==> src/rtl/core/bms_pkg.sv <==
`default_nettype none
package bms_pkg;

  localparam int MAX_WIDTH = 64;
  localparam int COL_W     = $clog2(MAX_WIDTH);
  localparam int WID_W     = $clog2(MAX_WIDTH + 1);
  localparam int ROW_W     = 10;
  localparam int THR_W     = 4;
  localparam int CNT_W     = 4;
  localparam int IDX_W     = 2;
  localparam int DATA_W    = 10;
  localparam int NUM_SLOTS = 4;

  localparam logic [WID_W-1:0] WIDTH_RESET  = WID_W'(50);
  localparam logic [ROW_W-1:0] HEIGHT_RESET = ROW_W'(50);
  localparam logic [THR_W-1:0] THR_RESET    = THR_W'(4);
  localparam logic [WID_W-1:0] WIDTH_MIN    = WID_W'(3);
  localparam logic [WID_W-1:0] WIDTH_MAX    = WID_W'(MAX_WIDTH);
  localparam logic [ROW_W-1:0] HEIGHT_MIN   = ROW_W'(3);

  typedef enum logic [IDX_W-1:0] {
    REG_MAP_WIDTH      = 2'd0,
    REG_MAP_HEIGHT     = 2'd1,
    REG_WALL_THRESHOLD = 2'd2
  } reg_idx_t;

  typedef struct packed {
    logic [WID_W-1:0] width;
    logic [ROW_W-1:0] height;
    logic [THR_W-1:0] thr;
  } cfg_t;

  typedef struct packed {
    logic             wall;
    logic [ROW_W-1:0] row;
    logic [COL_W-1:0] col;
    logic             row_ge1;
    logic             row_eq1;
    logic             col_ge1;
    logic             col_eq1;
    logic             last_col;
    logic             last_row;
  } stage_t;

  typedef struct packed {
    logic             rd_en;
    logic [COL_W-1:0] rd_addr;
    logic             wr_en;
    logic [COL_W-1:0] wr_addr;
    logic [1:0]       wr_data;
  } mem_req_t;

  typedef struct packed {
    logic [ROW_W-1:0] row;
    logic [COL_W-1:0] col;
    logic             wall;
    logic             last;
  } result_t;

  // window bit dx*3+dy: dx = column c-2..c, dy = row r-2..r
  function automatic logic [CNT_W-1:0] win_count(input logic [8:0] win,
                                                 input logic [2:0] row_mask,
                                                 input logic [2:0] col_mask);
    logic [CNT_W-1:0] sum;
    sum = '0;
    for (int dx = 0; dx < 3; dx++) begin
      for (int dy = 0; dy < 3; dy++) begin
        sum = sum + CNT_W'(win[dx*3+dy] & row_mask[dy] & col_mask[dx]);
      end
    end
    return sum;
  endfunction

endpackage
`default_nettype wire

==> src/rtl/core/bms_in_if.sv <==
`default_nettype none
interface bms_in_if;
  logic valid;
  logic ready;
  logic cell_is_wall;
  modport source (output valid, output cell_is_wall, input ready);
  modport sink (input valid, input cell_is_wall, output ready);
endinterface
`default_nettype wire

==> src/rtl/core/bms_out_if.sv <==
`default_nettype none
interface bms_out_if;
  logic                      valid;
  logic                      ready;
  logic [bms_pkg::ROW_W-1:0] out_row;
  logic [bms_pkg::COL_W-1:0] out_col;
  logic                      out_wall;
  logic                      frame_last;
  modport source (output valid, output out_row, output out_col, output out_wall,
                  output frame_last, input ready);
  modport sink (input valid, input out_row, input out_col, input out_wall,
                input frame_last, output ready);
endinterface
`default_nettype wire

==> src/rtl/core/bms_cfg_if.sv <==
`default_nettype none
interface bms_cfg_if;
  logic                       valid;
  logic                       ready;
  logic [bms_pkg::IDX_W-1:0]  index;
  logic [bms_pkg::DATA_W-1:0] data;
  modport source (output valid, output index, output data, input ready);
  modport sink (input valid, input index, input data, output ready);
endinterface
`default_nettype wire

==> src/rtl/core/bms_cfg_regs.sv <==
`default_nettype none
module bms_cfg_regs (
  input  wire logic                       clk,
  input  wire logic                       rst_n,
  input  wire logic                       wr_en,
  input  wire logic [bms_pkg::IDX_W-1:0]  wr_index,
  input  wire logic [bms_pkg::DATA_W-1:0] wr_data,
  output bms_pkg::cfg_t                   cfg
);

  logic [bms_pkg::WID_W-1:0] width_r;
  logic [bms_pkg::ROW_W-1:0] height_r;
  logic [bms_pkg::THR_W-1:0] thr_r;

  always_ff @(posedge clk) begin
    if (!rst_n) begin
      width_r  <= bms_pkg::WIDTH_RESET;
      height_r <= bms_pkg::HEIGHT_RESET;
      thr_r    <= bms_pkg::THR_RESET;
    end else if (wr_en) begin
      unique case (wr_index)
        bms_pkg::REG_MAP_WIDTH:      width_r  <= wr_data[bms_pkg::WID_W-1:0];
        bms_pkg::REG_MAP_HEIGHT:     height_r <= wr_data[bms_pkg::ROW_W-1:0];
        bms_pkg::REG_WALL_THRESHOLD: thr_r    <= wr_data[bms_pkg::THR_W-1:0];
        default: ;
      endcase
    end
  end

  // clamp to the supported grid
  always_comb begin
    if (width_r < bms_pkg::WIDTH_MIN) begin
      cfg.width = bms_pkg::WIDTH_MIN;
    end else if (width_r > bms_pkg::WIDTH_MAX) begin
      cfg.width = bms_pkg::WIDTH_MAX;
    end else begin
      cfg.width = width_r;
    end
    cfg.height = (height_r < bms_pkg::HEIGHT_MIN) ? bms_pkg::HEIGHT_MIN : height_r;
    cfg.thr    = thr_r;
  end

endmodule
`default_nettype wire

==> src/rtl/core/bms_line_store.sv <==
`default_nettype none
module bms_line_store (
  input  wire logic          clk,
  input  bms_pkg::mem_req_t  req,
  output logic [1:0]         rd_data
);

  // bit 1: previous row, bit 0: row before it
  logic [1:0] mem [bms_pkg::MAX_WIDTH];
  logic [1:0] rd_data_r;

  always_ff @(posedge clk) begin
    if (req.wr_en) begin
      mem[req.wr_addr] <= req.wr_data;
    end
    if (req.rd_en) begin
      rd_data_r <= mem[req.rd_addr];
    end
  end

  assign rd_data = rd_data_r;

endmodule
`default_nettype wire

==> src/rtl/core/bms_smooth.sv <==
`default_nettype none
module bms_smooth (
  input  wire logic                          clk,
  input  wire logic                          rst_n,
  input  bms_pkg::cfg_t                      cfg,
  input  wire logic                          in_valid,
  input  wire logic                          in_bit,
  output logic                               in_ready,
  input  wire logic                          load_ok,
  output logic                               load,
  output bms_pkg::result_t                   slots [bms_pkg::NUM_SLOTS],
  output logic [bms_pkg::NUM_SLOTS-1:0]      slot_mask,
  output bms_pkg::mem_req_t                  mem_req,
  input  wire logic [1:0]                    mem_rd_data
);

  logic [bms_pkg::ROW_W-1:0] row_r, row_nxt, r_cur;
  logic [bms_pkg::COL_W-1:0] col_r, col_nxt, c_cur;
  logic                      s_valid_r;
  bms_pkg::stage_t           s_r, s_nxt;
  logic [5:0]                win_r, win_nxt;
  logic [5:0]                win_use;
  logic [2:0]                cur;
  logic [8:0]                win9;
  logic                      restart, accept;
  logic [2:0]                rows_all, rows_low, cols_all, cols_right;

  assign load     = s_valid_r && load_ok;
  assign in_ready = !s_valid_r || load;
  assign accept   = in_valid && in_ready;

  always_comb begin
    restart = (row_r >= cfg.height) || ({1'b0, col_r} >= cfg.width);
    r_cur   = restart ? '0 : row_r;
    c_cur   = restart ? '0 : col_r;

    s_nxt.wall     = in_bit;
    s_nxt.row      = r_cur;
    s_nxt.col      = c_cur;
    s_nxt.row_ge1  = (r_cur != '0);
    s_nxt.row_eq1  = (r_cur == bms_pkg::ROW_W'(1));
    s_nxt.col_ge1  = (c_cur != '0);
    s_nxt.col_eq1  = (c_cur == bms_pkg::COL_W'(1));
    s_nxt.last_col = ({1'b0, c_cur} == (cfg.width - bms_pkg::WID_W'(1)));
    s_nxt.last_row = (r_cur == (cfg.height - bms_pkg::ROW_W'(1)));

    if (s_nxt.last_col) begin
      col_nxt = '0;
      row_nxt = s_nxt.last_row ? '0 : r_cur + bms_pkg::ROW_W'(1);
    end else begin
      col_nxt = c_cur + bms_pkg::COL_W'(1);
      row_nxt = r_cur;
    end
  end

  always_ff @(posedge clk) begin
    if (!rst_n) begin
      row_r     <= '0;
      col_r     <= '0;
      s_valid_r <= 1'b0;
      win_r     <= '0;
    end else begin
      if (accept) begin
        row_r <= row_nxt;
        col_r <= col_nxt;
      end
      if (accept) begin
        s_valid_r <= 1'b1;
      end else if (load) begin
        s_valid_r <= 1'b0;
      end
      if (load) begin
        win_r <= win_nxt;
      end
    end
  end

  always_ff @(posedge clk) begin
    if (accept) begin
      s_r <= s_nxt;
    end
  end

  always_comb begin
    mem_req.rd_en   = accept;
    mem_req.rd_addr = c_cur;
    mem_req.wr_en   = load;
    mem_req.wr_addr = s_r.col;
    mem_req.wr_data = {s_r.wall, mem_rd_data[1]};
  end

  always_comb begin
    cur     = {s_r.wall, mem_rd_data[1], mem_rd_data[0]};
    win_use = s_r.col_ge1 ? win_r : '0;
    win_nxt = {win_use[2:0], cur};
    win9    = {cur, win_use[2:0], win_use[5:3]};

    rows_all   = {2'b11, !s_r.row_eq1};
    rows_low   = 3'b110;
    cols_all   = {2'b11, !s_r.col_eq1};
    cols_right = 3'b110;

    slots[0].row  = s_r.row - bms_pkg::ROW_W'(1);
    slots[0].col  = s_r.col - bms_pkg::COL_W'(1);
    slots[0].wall = !(s_r.row_eq1 && s_r.col_eq1)
                    && (bms_pkg::win_count(win9, rows_all, cols_all) > cfg.thr);
    slots[0].last = 1'b0;

    slots[1].row  = s_r.row - bms_pkg::ROW_W'(1);
    slots[1].col  = s_r.col;
    slots[1].wall = !s_r.row_eq1
                    && (bms_pkg::win_count(win9, rows_all, cols_right) > cfg.thr);
    slots[1].last = 1'b0;

    slots[2].row  = s_r.row;
    slots[2].col  = s_r.col - bms_pkg::COL_W'(1);
    slots[2].wall = !s_r.col_eq1
                    && (bms_pkg::win_count(win9, rows_low, cols_all) > cfg.thr);
    slots[2].last = 1'b0;

    slots[3].row  = s_r.row;
    slots[3].col  = s_r.col;
    slots[3].wall = 1'b0;
    slots[3].last = 1'b1;

    slot_mask[0] = s_r.row_ge1 && s_r.col_ge1;
    slot_mask[1] = s_r.row_ge1 && s_r.last_col;
    slot_mask[2] = s_r.last_row && s_r.col_ge1;
    slot_mask[3] = s_r.last_row && s_r.last_col;
  end

endmodule
`default_nettype wire

==> src/rtl/core/bms_out_buf.sv <==
`default_nettype none
module bms_out_buf (
  input  wire logic                          clk,
  input  wire logic                          rst_n,
  input  wire logic                          load,
  input  bms_pkg::result_t                   load_slots [bms_pkg::NUM_SLOTS],
  input  wire logic [bms_pkg::NUM_SLOTS-1:0] load_mask,
  output logic                               load_ok,
  output logic                               out_valid,
  input  wire logic                          out_ready,
  output bms_pkg::result_t                   out_word
);

  bms_pkg::result_t                slots_r [bms_pkg::NUM_SLOTS];
  logic [bms_pkg::NUM_SLOTS-1:0]   mask_r, mask_nxt, pick;
  logic                            single, take;

  assign out_valid = |mask_r;
  assign take      = out_valid && out_ready;
  assign single    = (mask_r & (mask_r - bms_pkg::NUM_SLOTS'(1))) == '0;
  assign load_ok   = !out_valid || (single && out_ready);

  // lowest pending slot goes first
  assign pick = mask_r & (~mask_r + bms_pkg::NUM_SLOTS'(1));

  always_comb begin
    out_word = slots_r[0];
    for (int i = 0; i < bms_pkg::NUM_SLOTS; i++) begin
      if (pick[i]) begin
        out_word = slots_r[i];
      end
    end
  end

  always_comb begin
    mask_nxt = mask_r;
    if (take) begin
      mask_nxt = mask_r & ~pick;
    end
    if (load) begin
      mask_nxt = load_mask;
    end
  end

  always_ff @(posedge clk) begin
    if (!rst_n) begin
      mask_r <= '0;
    end else begin
      mask_r <= mask_nxt;
    end
  end

  always_ff @(posedge clk) begin
    if (load) begin
      slots_r <= load_slots;
    end
  end

endmodule
`default_nettype wire

==> src/rtl/core/binary_majority_smoothing.sv <==
// 3x3 majority smoothing of a wall/floor grid streamed in raster order.
// in_ch: one cell per word, row by row, map_width cells a row, map_height rows.
// out_ch: one smoothed cell per word with its row and column; frame_last marks
//   the bottom-right cell. A cell is emitted once its window has arrived, so
//   results trail the input by about one row.
// cfg_ch: register writes (0 map_width, 1 map_height, 2 wall_threshold), always
//   ready; write only while no word is in flight.
// A taken word waits in the smoothing stage until the output buffer can load
//   its results; the buffer then presents them one at a time, lowest slot first.
// Throughput: one input word per cycle while out_ch is ready. Each word yields
//   up to four results and the output port moves one per cycle, so the input
//   pauses at each row end and on the last row, most at its end.
// The two previous rows sit in a 64 x 2-bit line store read when a word is
//   accepted and written when its results load; a column recurs only after
//   three or more words, so no forwarding path is needed.
// Reset: counters restart at row 0, column 0; registers go to 50, 50, 4; the
//   line store is not cleared, and entries not yet written are masked out.
// A stalled receiver holds the results in place and backs up the input.
`default_nettype none
module binary_majority_smoothing (
  input wire logic  clk,
  input wire logic  rst_n,
  bms_in_if.sink    in_ch,
  bms_out_if.source out_ch,
  bms_cfg_if.sink   cfg_ch
);

  bms_pkg::cfg_t                 cfg;
  bms_pkg::mem_req_t             mem_req;
  logic [1:0]                    mem_rd_data;
  logic                          load, load_ok;
  bms_pkg::result_t              slots [bms_pkg::NUM_SLOTS];
  logic [bms_pkg::NUM_SLOTS-1:0] slot_mask;
  bms_pkg::result_t              out_word;

  assign cfg_ch.ready = 1'b1;

  bms_cfg_regs u_cfg_regs (
    .clk      (clk),
    .rst_n    (rst_n),
    .wr_en    (cfg_ch.valid),
    .wr_index (cfg_ch.index),
    .wr_data  (cfg_ch.data),
    .cfg      (cfg)
  );

  bms_line_store u_line_store (
    .clk     (clk),
    .req     (mem_req),
    .rd_data (mem_rd_data)
  );

  bms_smooth u_smooth (
    .clk         (clk),
    .rst_n       (rst_n),
    .cfg         (cfg),
    .in_valid    (in_ch.valid),
    .in_bit      (in_ch.cell_is_wall),
    .in_ready    (in_ch.ready),
    .load_ok     (load_ok),
    .load        (load),
    .slots       (slots),
    .slot_mask   (slot_mask),
    .mem_req     (mem_req),
    .mem_rd_data (mem_rd_data)
  );

  bms_out_buf u_out_buf (
    .clk        (clk),
    .rst_n      (rst_n),
    .load       (load),
    .load_slots (slots),
    .load_mask  (slot_mask),
    .load_ok    (load_ok),
    .out_valid  (out_ch.valid),
    .out_ready  (out_ch.ready),
    .out_word   (out_word)
  );

  assign out_ch.out_row    = out_word.row;
  assign out_ch.out_col    = out_word.col;
  assign out_ch.out_wall   = out_word.wall;
  assign out_ch.frame_last = out_word.last;

endmodule
`default_nettype wire
==> src/flat_wrapper.sv <==
// flat-port wrapper written by rule: the top's interface ports become plain ports
module binary_majority_smoothing_flat 
  (clk, rst_n, in_ch_valid, in_ch_cell_is_wall, in_ch_ready, out_ch_valid, out_ch_out_row, out_ch_out_col, out_ch_out_wall, out_ch_frame_last, out_ch_ready, cfg_ch_valid, cfg_ch_index, cfg_ch_data, cfg_ch_ready);
  bms_in_if in_ch_i ();
  bms_out_if out_ch_i ();
  bms_cfg_if cfg_ch_i ();
  input wire logic clk;
  input wire logic rst_n;
  input wire logic [$bits(in_ch_i.valid)-1:0] in_ch_valid;
  input wire logic [$bits(in_ch_i.cell_is_wall)-1:0] in_ch_cell_is_wall;
  output wire logic [$bits(in_ch_i.ready)-1:0] in_ch_ready;
  output wire logic [$bits(out_ch_i.valid)-1:0] out_ch_valid;
  output wire logic [$bits(out_ch_i.out_row)-1:0] out_ch_out_row;
  output wire logic [$bits(out_ch_i.out_col)-1:0] out_ch_out_col;
  output wire logic [$bits(out_ch_i.out_wall)-1:0] out_ch_out_wall;
  output wire logic [$bits(out_ch_i.frame_last)-1:0] out_ch_frame_last;
  input wire logic [$bits(out_ch_i.ready)-1:0] out_ch_ready;
  input wire logic [$bits(cfg_ch_i.valid)-1:0] cfg_ch_valid;
  input wire logic [$bits(cfg_ch_i.index)-1:0] cfg_ch_index;
  input wire logic [$bits(cfg_ch_i.data)-1:0] cfg_ch_data;
  output wire logic [$bits(cfg_ch_i.ready)-1:0] cfg_ch_ready;
  assign in_ch_i.valid = in_ch_valid;
  assign in_ch_i.cell_is_wall = in_ch_cell_is_wall;
  assign in_ch_ready = in_ch_i.ready;
  assign out_ch_valid = out_ch_i.valid;
  assign out_ch_out_row = out_ch_i.out_row;
  assign out_ch_out_col = out_ch_i.out_col;
  assign out_ch_out_wall = out_ch_i.out_wall;
  assign out_ch_frame_last = out_ch_i.frame_last;
  assign out_ch_i.ready = out_ch_ready;
  assign cfg_ch_i.valid = cfg_ch_valid;
  assign cfg_ch_i.index = cfg_ch_index;
  assign cfg_ch_i.data = cfg_ch_data;
  assign cfg_ch_ready = cfg_ch_i.ready;
  binary_majority_smoothing u_core (.clk(clk), .rst_n(rst_n), .in_ch(in_ch_i), .out_ch(out_ch_i), .cfg_ch(cfg_ch_i));
endmodule
==> config.mk <==
export PLATFORM = sky130hd
export DESIGN_NAME = binary_majority_smoothing_flat
export DESIGN_NICKNAME = d
export VERILOG_FILES = /design/src/rtl/core/bms_pkg.sv /design/src/rtl/core/bms_in_if.sv /design/src/rtl/core/bms_out_if.sv /design/src/rtl/core/bms_cfg_if.sv /design/src/rtl/core/bms_cfg_regs.sv /design/src/rtl/core/bms_line_store.sv /design/src/rtl/core/bms_smooth.sv /design/src/rtl/core/bms_out_buf.sv /design/src/rtl/core/binary_majority_smoothing.sv /design/src/flat_wrapper.sv
export SDC_FILE = /design/constraint.sdc
export NUM_CORES = 1
export LEC_CHECK = 0
export ABC_AREA = 0
export ABC_CLOCK_PERIOD_IN_PS = 5200
export BUFFER_PORTS_ARGS = -buffer_cell sky130_fd_sc_hd__buf_2
export CAP_MARGIN = 10
export CORE_UTILIZATION = 60
export DETAILED_ROUTE_END_ITERATION = 10
export GPL_TIMING_DRIVEN = 0
export PLACE_DENSITY = 0.88
export SLEW_MARGIN = 25
export SYNTH_ARGS = -nofsm -noshare
export SYNTH_HDL_FRONTEND = slang
export SYNTH_SLANG_ARGS = --single-unit
export TNS_END_PERCENT = 1
==> constraint.sdc <==
create_clock -name clk -period 5.2 [get_ports clk]
set_input_delay 0.52 -clock clk [delete_from_list [all_inputs] [get_ports clk]]
set_output_delay 0.52 -clock clk [all_outputs]
set_load 0.03 [all_outputs]
==> out/metrics.csv, run 1 <==
stage;metric;value;unit
setup_path;CP Buf/Inv Count;4;
power_and_ir_drop;Sw Share;23.9;%
synthesis;register bit total from synthesis;236;
global_route;initial antenna violation count;0;
clock_tree;clock latency on the worst-skew pair;0.53;ns
setup_path;Top delay family on crit path;compound AO/OA/AOI/OAI gates;
timing;maximum operating frequency;203;MHz
die;Starting Density;61.7;%
synthesis;Async SR Flop Fraction;0;%
layout;Finished Core Util;69.3;%
synthesis;Synthesized Nets;1128;
drt;DRT iter0 DRCs;1244;
clock_tree;CTS H-tree depth;1;
timing;crit path time final;4.93;ns
timing;post-route setup TNS;0;ns
die;I/O pins;39;
global_route;grt total ovfl;0;
drt;wire length per cell;20.6;um
setup_path;Worst R2R Start;u_core.u_cfg_regs.height_r[3]$_SDFFE_PN0P_;
timing;RSZ-0062 raised after global routing;no;
clock_tree;clock buffer depth;3;
drt;TritonRoute pass-1 iters;6;
clock_tree;clk sinks;236;
power_and_ir_drop;Pwr Total;4.28;mW
die;die area;20700;um2
setup_path;Worst Path Max Fanout;10;
clock_tree;TritonCTS Buffers;25;
drt;routed wire length;29100;um
synthesis;Mapped Area;12100;um2
power_and_ir_drop;Comb power frac;9.3;%
timing;Final Setup Violations;0;
timing;Hold Slack;0.172;ns
drt;# DRC;0;
layout;share of cells above drive strength 1;13.3;%
synthesis;syn avg cell area;11.4;um2
power_and_ir_drop;Worst VDD drop;213;uV
setup_path;WP data required;5.44;ns
setup_path;crit path max-delay cell type;or4_4;
drt;DRT antenna net count;0;
global_route;GRT Total Usage;28.4;%
global_route;first-pass GRT wire length;44300;um
setup_path;Largest stage delay, worst path;0.60;ns
clock_tree;clock-pin slew on the worst setup and hold paths;0.06;ns
clock_tree;setup bufs post-CTS;0;
placed_design;setup slack after placement;0.196;ns
setup_path;Worst R2R Path Depth;17;
synthesis;Synth warnings;0;
global_route;largest net degree at the start of global routing;34;
setup_path;Worst Setup Start Kind;register;
layout;Finished Layout Cells;1413;
job;Max-Cap Viols;0;
global_route;vias in the first global route;8368;
layout;final instance area;13600;um2
layout;area growth from synthesis to layout;12.3;%
placed_design;Placed Cells;1368;
power_and_ir_drop;design internal power;3.26;mW
power_and_ir_drop;sequential power share;49.6;%
hold_path;Hold Path Depth;1;
setup_path;Crit. End Element;register;
die;Placement Rows;51;
clock_tree;root buf cell;clkbuf_16;
placed_design;routability cong.;0.926;
placed_design;DP Area;12700;um2
setup_path;critical-path cell list;buf_2, or4_4, nor3_2, nor2_1, inv_1, ha_1, nand2b_1, a21oi_1, o221a_2, o21ai_2, nor2_2, inv_1, buf_2, mux2_2, o21ai_0, nand3_1, a32o_1;
hold_path;critical hold path startpoint;in_ch_cell_is_wall;
synthesis;Distinct cells, synth;90;
power_and_ir_drop;Pleak;5.01;nW
layout;most frequent cells in the layout;188 x edfxtp_1, 99 x nor2_1, 91 x nand2_1;
synthesis;post-synthesis sequential area ratio;54.7;%
outcome;status;finished clean;
power_and_ir_drop;Psw;1.02;mW
setup_path;Crit Path Class;register to register;
hold_path;Hold WC Path Type;input port to register;
timing;Final Hold Vio Count;0;
timing;Slew Viols, Final;0;
layout;Layout Nets;1199;
placed_design;Buffers on Ports;37;
power_and_ir_drop;clock power share;41.2;%
placed_design;DP Wirelength;20300;um
setup_path;CP Launch Point;u_core.u_cfg_regs.height_r[3]$_SDFFE_PN0P_;
drt;vias;8968;
layout;diode count;0;
synthesis;Post-Syn Instances;1059;
drt;vias per std cell;6.35;
clock_tree;CTS tree;yes;
layout;commonest non-fill, non-tap cell in the layout;edfxtp_1;
timing;fin crit share;94.8;%
synthesis;Post-synth EDFFs;188;
timing;PnR worst setup slack;0.272;ns
setup_path;CP Depth;17;
die;Die Wd;144;um
power_and_ir_drop;power per cell area;316;nW/um2
die;Die H;144;um
timing;clk_skew;0.0213;ns
setup_path;data arrival time of the critical path;5.17;ns
synthesis;top_reg_cell synth;edfxtp_1;
timing;Worst-Margin Slew;0.768;ns
timing;Slew HR;48.8;%
die;Core Area;19600;um2
-- Yosys cell counts (7+ instances only) --
cell type	n	share of area, %
a211oi_1	16	0.99
a21boi_0	15	0.93
a21o_1	7	0.44
a21oi_1	39	1.6
a31oi_1	12	0.62
and2_1	13	0.67
and3_1	8	0.41
buf_1	9	0.28
clkbuf_1	34	1.1
dfxtp_1	48	8.0
edfxtp_1	188	47
fa_1	11	1.8
ha_1	40	4.1
inv_1	62	1.9
mux2_2	26	2.4
mux2i_1	41	3.4
nand2_1	91	2.8
nand2b_1	11	0.57
nand3_1	37	1.5
nand4_1	13	0.67
nor2_1	100	3.1
nor2b_1	25	1.3
nor3_1	17	0.70
nor4_1	15	0.78
o21ai_0	23	0.95
xnor2_1	11	0.80
xor2_1	14	1.0
-- worst paths after layout --
kind	to	slack, ns
hold / removal	u_core.u_smooth.mem_req[1]$_DFFE_PP_	0.17
setup / recovery	u_core.u_line_store.rd_data[0]$_DFFE_PP_	0.27
hold reg to reg	u_core.u_out_buf.slots_r[5]$_DFFE_PP_	0.45
setup reg to reg	u_core.u_line_store.rd_data[0]$_DFFE_PP_	0.27
-- worst reg2reg max path: cells and delay by family (launching register included) --
family	cells	cell delay (ns)
compound gates	5	1.49
fa+ha+maj	1	0.12
buf+inv	4	0.85
flops	1	0.29
mux	1	0.38
simple gates	6	1.49
-- power groups by stage --
stage | clock network, mW | logic, mW | registers, mW
2_1_floorplan | 0 | 0.257 | 2.16
3_3_place_gp | 0 | 0.338 | 2.18
3_5_place_dp | 0 | 0.387 | 2.16
4_1_cts | 1.77 | 0.391 | 2.12
5_1_grt | 1.84 | 0.431 | 2.13
6_report | 1.76 | 0.396 | 2.12
-- final cells by class --
type	count	area, um2
multi-input cells	704	4990
plain buffers	52	234
repair buffers	44	324
flip-flops and latches	236	6610
clock buffers	31	712
fillers	1319	6020
clock inverters	14	113
inverters	67	258
well taps	265	332
-- registers in the layout, summed over array words and instances, names as in the netlist --
name / cells
u_core.u_smooth.row_r: 10
u_core.u_smooth.col_r: 6
u_core.u_smooth.s_r: 6
u_core.u_cfg_regs.width_r: 7
u_core.u_out_buf.mask_r: 4
u_core.u_line_store.mem: 128
u_core.u_cfg_regs.height_r: 10
u_core.u_smooth.win_r: 6
u_core.u_line_store.rd_data: 2
u_core.u_smooth.s_valid_r: 1
u_core.u_smooth.mem_req: 7
u_core.u_smooth.slots: 10
u_core.u_cfg_regs.thr_r: 4
u_core.u_out_buf.slots_r: 35
-- layer usage --
metal | global-route usage (%) | share of wire [%] | up-vias
met3 | 5.26 | 9.9 | 112
met1 | 36.6 | 38 | 4270
met2 | 47.3 | 48 | 541
met5 | 0 | 0 | -
li1 | - | - | 4045
met4 | 11.5 | 4.0 | 0
-- cells by family (layout without fill, tap and decap cells) --
logic type	after synthesis	after routing	share of synthesized area (%)
AOI/OAI and AO/OA	182	182	10.8
xor gates and xnor gates	27	27	2.19
adders and majority gates	52	52	6.05
buffers and inverters	119	208	4.03
DFF	236	236	54.7
muxes	73	73	6.94
other	1	1	0.0310
and+or+nand+nor	369	369	15.3
-- repair_timing --
item	4_1_cts	5_1_grt
endpoints found under the setup margin	0	3
gates resized for setup	0	5
hold buffers	0	0
Note: power is estimated with default switching activity, not from simulation.
==> inputs of run 2 (changes only) <==
--- a/config.mk
+++ b/config.mk
@@ -9,6 +9,7 @@
 export ABC_CLOCK_PERIOD_IN_PS = 5200
 export BUFFER_PORTS_ARGS = -buffer_cell sky130_fd_sc_hd__buf_2
 export CAP_MARGIN = 10
+export CORE_MARGIN = 4
 export CORE_UTILIZATION = 60
 export DETAILED_ROUTE_END_ITERATION = 10
 export GPL_TIMING_DRIVEN = 0
==> run 2 against run 1 <==
  * Clock power rose by 4%
  * Utilization fell by 0.14 points
  * Sequential cell count did not move
  * Wire length barely moved
  * Via count rose by 0.79%
  * Critical path type unchanged
  * Critical endpoint is now u_core.u_smooth.row_r[6]$_SDFFE_PN0P_
  * Fmax rose by 0.42%
  * Cell count barely moved
  * Non-clock buffer count did not move
  * Sequential power barely moved
  * Register-to-register slack improved by 0.02 ns
  * Power rose by 1.4%
==> out/metrics.csv, run 2 (synthesis gave the netlist of run 1 again) <==
stage;metric;value;unit;change
layout;most frequent cells in the layout;188 x edfxtp_1, 99 x nor2_1, 91 x nand2_1;;unchanged
global_route;vias in the first global route;8924;;was 8368
layout;Fill cells;1336;;was 1319
die;die area;22500;um2;was 20700 um2
drt;routed wire length;29100;um;about the same
global_route;GRT Total Usage;26.0;%;was 28.4%
setup_path;Crit. End Element;register;;unchanged
layout;commonest non-fill, non-tap cell in the layout;edfxtp_1;;unchanged
timing;Final Setup Violations;0;;unchanged
clock_tree;clk sinks;236;;unchanged
clock_tree;CTS H-tree depth;1;;unchanged
layout;Finished Core Util;69.1;%;was 69.3%
timing;Final Hold Vio Count;0;;unchanged
timing;RSZ-0062 raised after global routing;yes;;was no
clock_tree;CTS tree;yes;;unchanged
timing;fin crit share;94.4;%;was 94.8%
layout;Biggest register;u_core.u_line_store.mem;;unchanged
clock_tree;clock buffer depth;3;;unchanged
layout;sequential cell area;6610;um2;unchanged
placed_design;routability cong.;0.972;;was 0.926
drt;DRT antenna net count;0;;unchanged
hold_path;Hold WC Path Type;input port to register;;unchanged
setup_path;WP data required;5.66;ns;was 5.44 ns
die;Placement Rows;51;;unchanged
layout;diode count;0;;unchanged
layout;Regs by FF count;u_core.u_line_store.mem x128, u_core.u_out_buf.slots_r x35;;unchanged
layout;area growth from synthesis to layout;12.5;%;was 12.3%
clock_tree;TritonCTS Buffers;24;;was 25
clock_tree;root buf cell;clkbuf_16;;unchanged
setup_path;Crit Path Class;register to register;;unchanged
setup_path;data arrival time of the critical path;5.37;ns;was 5.17 ns
timing;clk_skew;0.0217;ns;was 0.0213 ns
power_and_ir_drop;Pleak;5.01;nW;about the same
drt;TritonRoute pass-1 iters;8;;was 6
timing;PnR worst setup slack;0.293;ns;was 0.272 ns
layout;Finished Layout Cells;1412;;was 1413
drt;DRT iter0 DRCs;1098;;was 1244
global_route;initial antenna violation count;0;;unchanged
layout;Multi-input gate area;4990;um2;unchanged
setup_path;Worst R2R Start;u_core.u_cfg_regs.height_r[3]$_SDFFE_PN0P_;;unchanged
die;Die H;150;um;was 144 um
drt;# DRC;0;;unchanged
setup_path;Worst Path Max Fanout;10;;unchanged
power_and_ir_drop;power per cell area;320;nW/um2;was 316 nW/um2
die;Starting Density;61.5;%;was 61.7%
outcome;status;finished clean;;unchanged
placed_design;DP Wirelength;20200;um;was 20300 um
placed_design;setup slack after placement;0.179;ns;was 0.196 ns
power_and_ir_drop;Worst VDD drop;226;uV;was 213 uV
setup_path;Worst Setup Start Kind;register;;unchanged
hold_path;critical hold path startpoint;in_ch_cell_is_wall;;unchanged
timing;Slew HR;43.5;%;was 48.8%
die;Die Wd;150;um;was 144 um
layout;share of cells above drive strength 1;13.5;%;was 13.3%
drt;vias;9039;;was 8968
layout;Layout Nets;1198;;was 1199
clock_tree;clock-pin slew on the worst setup and hold paths;0.06;ns;about the same
placed_design;Buffers on Ports;37;;unchanged
placed_design;Placed Cells;1368;;unchanged
timing;maximum operating frequency;204;MHz;was 203 MHz
layout;max reg flops;128;;unchanged
global_route;first-pass GRT wire length;45900;um;was 44300 um
timing;Worst-Margin Slew;0.847;ns;was 0.768 ns
timing;crit path time final;4.91;ns;was 4.93 ns
job;Max-Cap Viols;0;;unchanged
die;I/O pins;39;;unchanged
die;Core Area;19700;um2;was 19600 um2
setup_path;CP Launch Point;u_core.u_cfg_regs.height_r[3]$_SDFFE_PN0P_;;unchanged
drt;wire length per cell;20.6;um;about the same
global_route;grt total ovfl;0;;unchanged
drt;vias per std cell;6.40;;was 6.35
global_route;largest net degree at the start of global routing;34;;unchanged
clock_tree;clock latency on the worst-skew pair;0.53;ns;about the same
timing;Slew Viols, Final;0;;unchanged
## run 2: cell count changes in the layout (fill, tap and decap cells not counted), sizes merged
cell	change
clkbuf	-6
clkinvlp	+1
inv	-1
bufinv	+4
clkinv	+1
## run 2: cell type report
| type | instances | share of cell area (%) |
|---|---|---|
| clock buffers | 25 | 4.45 |
| plain buffers | 52 | 1.71 |
| inverters | 67 | 1.89 |
| well taps | 265 | 2.44 |
| flip-flops and latches | 236 | 48.6 |
| clock inverters | 19 | 1.83 |
| repair buffers | 44 | 2.32 |
| multi-input cells | 704 | 36.7 |
## run 2: path summary, 6_finish.rpt
path,end,slack (ns),cells past startpoint
worst max-delay path,u_core.u_smooth.row_r[6]$_SDFFE_PN0P_,0.29,19
worst min-delay path,u_core.u_smooth.mem_req[1]$_DFFE_PP_,0.19,1
worst max register to register,u_core.u_smooth.row_r[6]$_SDFFE_PN0P_,0.29,19
worst min register to register,u_core.u_out_buf.slots_r[7]$_DFFE_PP_,0.47,0
## run 2: routing by layer
| layer | wire length (um) | track usage, % | vias to the layer above |
|---|---|---|---|
| li1 | - | - | 4046 |
| met1 | 10800 | 33.1 | 4258 |
| met2 | 14000 | 43.2 | 579 |
| met3 | 2900 | 5.39 | 156 |
| met4 | 1420 | 11.6 | 0 |
| met5 | 0 | 0 | - |
## run 2: timing repair
item | CTS | global route
endpoints found under the setup margin | 0 | 3
setup buffers | 0 | 0
gates resized for setup | 0 | 3
hold buffers | 0 | 0
## run 2: power by group
| group | leakage [nW] | switching (mW) | internal, mW |
|---|---|---|---|
| sequential | 2.13 | 0.0333 | 2.09 |
| clock | 0.413 | 0.726 | 1.10 |
| combinational | 2.47 | 0.251 | 0.145 |
| total | 5.01 | 1.01 | 3.33 |
## run 2: per-stage QoR
stage / power [mW] / cell area, um2 / hold slack, ns / TNS (ns)
after floorplan: 2.41 / 12100 / 0.424 / 0
after global placement: 2.52 / 12600 / 0.429 / -0.315
after detailed placement: 2.55 / 12700 / 0.432 / 0
after CTS: 4.35 / 13600 / 0.173 / 0
after global routing: 4.47 / 13600 / 0.173 / -0.00564
final: 4.34 / 13600 / 0.185 / 0
## run 2: worst max-delay path, cell delays in order, from the launching register on
cell	delay [ns]
dfxtp_1	0.30
buf_2	0.16
or4_4	0.60
nor3_2	0.24
nor2_1	0.11
inv_1	0.07
ha_1	0.21
nand2b_1	0.14
a21oi_1	0.18
o221ai_1	0.28
a21oi_1	0.27
clkbuf_2	0.34
clkbuf_1	0.49
nand2_1	0.20
inv_1	0.14
ha_1	0.24
nand4_1	0.21
or3_1	0.37
a21boi_1	0.13
o311a_1	0.17
==> inputs of run 3 (changes only) <==
--- a/config.mk
+++ b/config.mk
@@ -5,7 +5,7 @@
 export SDC_FILE = /design/constraint.sdc
 export NUM_CORES = 1
 export LEC_CHECK = 0
-export ABC_AREA = 0
+export ABC_AREA = 1
 export ABC_CLOCK_PERIOD_IN_PS = 5200
 export BUFFER_PORTS_ARGS = -buffer_cell sky130_fd_sc_hd__buf_2
 export CAP_MARGIN = 10
==> run 3 against run 2 <==
  * Non-clock buffer count shrank 16
  * Sequential share of layout area grew 0.61 points
  * Power grew 18%
  * Cell count grew 15%
  * Worst hold slack lost 0.016 ns
  * Clock-buffer cell count grew 5
  * Critical path depth shrank 6
  * Highest routed layer unchanged
  * Synthesized cell count grew 20%
==> out/metrics.csv, run 3 <==
stage;metric;value;unit;change
outcome;status;finished clean;;unchanged
synthesis;post-synthesis sequential area ratio;55.4;%;was 54.7%
timing;Final Hold Vio Count;0;;unchanged
synthesis;Synthesized Nets;1342;;was 1128
placed_design;DP Wirelength;21000;um;was 20200 um
layout;diode count;0;;unchanged
global_route;initial antenna violation count;0;;unchanged
setup_path;Worst Setup Start Kind;register;;unchanged
clock_tree;TritonCTS Buffers;25;;was 24
job;Max-Cap Viols;0;;unchanged
clock_tree;root buf cell;clkbuf_16;;unchanged
power_and_ir_drop;Worst VDD drop;334;uV;was 226 uV
drt;DRT iter0 DRCs;1121;;was 1098
power_and_ir_drop;power per cell area;381;nW/um2;was 320 nW/um2
layout;area growth from synthesis to layout;12.5;%;about the same
timing;maximum operating frequency;231;MHz;was 204 MHz
clock_tree;Hold Buf Count CTS;0;;unchanged
timing;RSZ-0062 raised after global routing;no;;was yes
synthesis;syn avg cell area;9.37;um2;was 11.4 um2
global_route;grt total ovfl;0;;unchanged
clock_tree;clock latency on the worst-skew pair;0.53;ns;about the same
hold_path;Hold WC Path Type;input port to register;;unchanged
setup_path;WP data required;5.54;ns;was 5.66 ns
layout;max reg flops;128;;unchanged
clock_tree;clock-pin slew on the worst setup and hold paths;0.07;ns;was 0.06 ns
timing;Slew HR;42.5;%;was 43.5%
clock_tree;CTS H-tree depth;1;;unchanged
global_route;largest net degree at the start of global routing;27;;was 34
drt;vias per std cell;5.99;;was 6.40
placed_design;routability cong.;0.972;;about the same
setup_path;Crit Path Class;register to register;;unchanged
layout;Multi-input gate area;4650;um2;was 4990 um2
synthesis;count leader, synth;nor2_1;;was edfxtp_1
timing;clk_skew;0.0115;ns;was 0.0217 ns
layout;Layout Nets;1413;;was 1198
synthesis;Synth warnings;0;;unchanged
die;Die Wd;149;um;was 150 um
setup_path;Worst Path Max Fanout;5;;was 10
global_route;GRT Total Usage;26.9;%;was 26.0%
die;I/O pins;39;;unchanged
synthesis;register bit total from synthesis;236;;unchanged
setup_path;data arrival time of the critical path;4.68;ns;was 5.37 ns
timing;Worst-Margin Slew;0.859;ns;was 0.847 ns
drt;# DRC;0;;unchanged
synthesis;Post-Syn Instances;1273;;was 1059
die;Starting Density;61.1;%;was 61.5%
layout;Fill cells;1402;;was 1336
placed_design;Buffers on Ports;37;;unchanged
die;Core Area;19500;um2;was 19700 um2
synthesis;Distinct cells, synth;42;;was 90
setup_path;Crit. End Element;register;;unchanged
timing;Slew Viols, Final;0;;unchanged
drt;TritonRoute pass-1 iters;5;;was 8
die;die area;22200;um2;was 22500 um2
synthesis;Synth area leader;edfxtp_1;;unchanged
timing;PnR worst setup slack;0.866;ns;was 0.293 ns
timing;post-route setup TNS;0;ns;unchanged
clock_tree;post_cts resized;0;;unchanged
clock_tree;setup bufs post-CTS;0;;unchanged
drt;wire length per cell;18.6;um;was 20.6 um
drt;vias;9753;;was 9039
clock_tree;clk sinks;236;;unchanged
placed_design;DP Area;12600;um2;was 12700 um2
synthesis;synth top area cells;edfxtp_1 47%, dfxtp_1 8.1%, nor2_1 7.7%;;was edfxtp_1 47%, dfxtp_1 8.0%, ha_1 4.1%
timing;crit path time final;4.33;ns;was 4.91 ns
synthesis;commonest cells in the netlist;245 x nor2_1, 194 x nand2_1, 188 x edfxtp_1;;was 188 x edfxtp_1, 100 x nor2_1, 91 x nand2_1
clock_tree;CTS tree;yes;;unchanged
synthesis;Async SR Flop Fraction;0;%;unchanged
global_route;vias in the first global route;9310;;was 8924
layout;final instance area;13400;um2;was 13600 um2
power_and_ir_drop;Pwr Total;5.11;mW;was 4.34 mW
layout;most frequent cells in the layout;245 x nor2_1, 194 x nand2_1, 188 x edfxtp_1;;was 188 x edfxtp_1, 99 x nor2_1, 91 x nand2_1
placed_design;setup slack after placement;0.913;ns;was 0.179 ns
layout;share of cells above drive strength 1;10.1;%;was 13.5%
drt;DRT antenna net count;0;;unchanged
die;Die H;149;um;was 150 um
synthesis;Post-synth EDFFs;188;;unchanged
synthesis;Mapped Area;11900;um2;was 12100 um2
drt;routed wire length;30300;um;was 29100 um
layout;Regs by FF count;u_core.u_line_store.mem x128, u_core.u_out_buf.slots_r x35;;unchanged
layout;commonest non-fill, non-tap cell in the layout;nor2_1;;was edfxtp_1
timing;Hold Slack;0.169;ns;was 0.185 ns
timing;fin crit share;83.3;%;was 94.4%
timing;Final Setup Violations;0;;unchanged
layout;Biggest register;u_core.u_line_store.mem;;unchanged
global_route;first-pass GRT wire length;47200;um;was 45900 um
clock_tree;clock buffer depth;3;;unchanged
layout;sequential cell area;6610;um2;unchanged
synthesis;Synth top area share;47.3;%;was 46.7%
power_and_ir_drop;Pleak;5.36;nW;was 5.01 nW
synthesis;top_reg_cell synth;edfxtp_1;;unchanged
die;Placement Rows;51;;unchanged
-- run 3: cell count changes in the layout (fill, tap and decap cells not counted), moves of 11 or more --
cell and change:
a21boi_0 -15, a21oi_1 +13, a31oi_1 -12, inv_1 +70, mux2i_1 -41, nand2_1 +103
nand2b_1 -11, nand3_1 +61, nor2_1 +146, nor2b_1 -25, nor4_1 -11, o21ai_0 +55
-- run 3: report_power, final --
part,switching (mW),total [mW],internal [mW]
combinational,0.708,1.03,0.327
sequential,0.0695,2.24,2.17
clock,0.737,1.84,1.10
total,1.51,5.11,3.60
-- run 3: cells by family (layout without fill, tap and decap cells) --
logic type | Yosys count | after routing | share of synthesized area, %
compound gates | 182 | 182 | 8.75
mux | 16 | 16 | 1.51
buf+inv | 171 | 260 | 5.59
fa+ha+maj | 51 | 51 | 6.04
flops | 236 | 236 | 55.4
other cells | 1 | 1 | 0.0314
xor+xnor | 17 | 17 | 1.25
simple gates | 599 | 599 | 21.4
-- run 3: worst max-delay path, stage by stage (launching register included) --
cell      delay (ns)
edfxtp_1        0.49
nor4_1          0.39
fa_1            0.48
inv_1           0.08
fa_1            0.43
fa_1            0.47
fa_1            0.41
fa_1            0.39
xnor2_1         0.15
ha_1            0.29
inv_1           0.04
nor3_1          0.22
a211oi_1        0.10
a221oi_1        0.21
-- run 3: cell type report --
class,count,share of cell area [%]
Sequential cell,236,49.2
Multi-Input combinational cell,866,34.7
Clock buffer,30,4.88
Inverter,135,3.78
Tap cell,265,2.47
Timing Repair Buffer,44,2.35
Clock inverter,15,1.39
Buffer,36,1.21
-- run 3: metrics by stage --
stage          util, %  instances
2_1_floorplan        -       1273
3_3_place_gp      63.7       1575
3_5_place_dp      64.4       1582
4_1_cts           68.7       1627
5_1_grt           68.7       1627
6_report          68.7       1627
-- run 3: worst paths after layout --
path	from	endpoint	slack [ns]	cells past startpoint
hold / removal	in_ch_cell_is_wall	u_core.u_smooth.mem_req[1]$_DFFE_PP_	0.17	1
setup / recovery	u_core.u_smooth.s_r[4]$_DFFE_PP_	u_core.u_out_buf.slots_r[55]$_DFFE_PP_	0.87	13
hold reg to reg	u_core.u_smooth.mem_req[4]$_DFFE_PP_	u_core.u_out_buf.slots_r[4]$_DFFE_PP_	0.46	0
setup reg to reg	u_core.u_smooth.s_r[4]$_DFFE_PP_	u_core.u_out_buf.slots_r[55]$_DFFE_PP_	0.87	13
-- run 3: layer usage --
metal | share of wire (%) | vias up | GRT usage (%)
met5 | 0 | - | 0
met4 | 5.0 | 0 | 12.3
met3 | 9.5 | 127 | 4.07
met2 | 48 | 594 | 46.2
met1 | 37 | 4545 | 33.6
li1 | - | 4487 | -
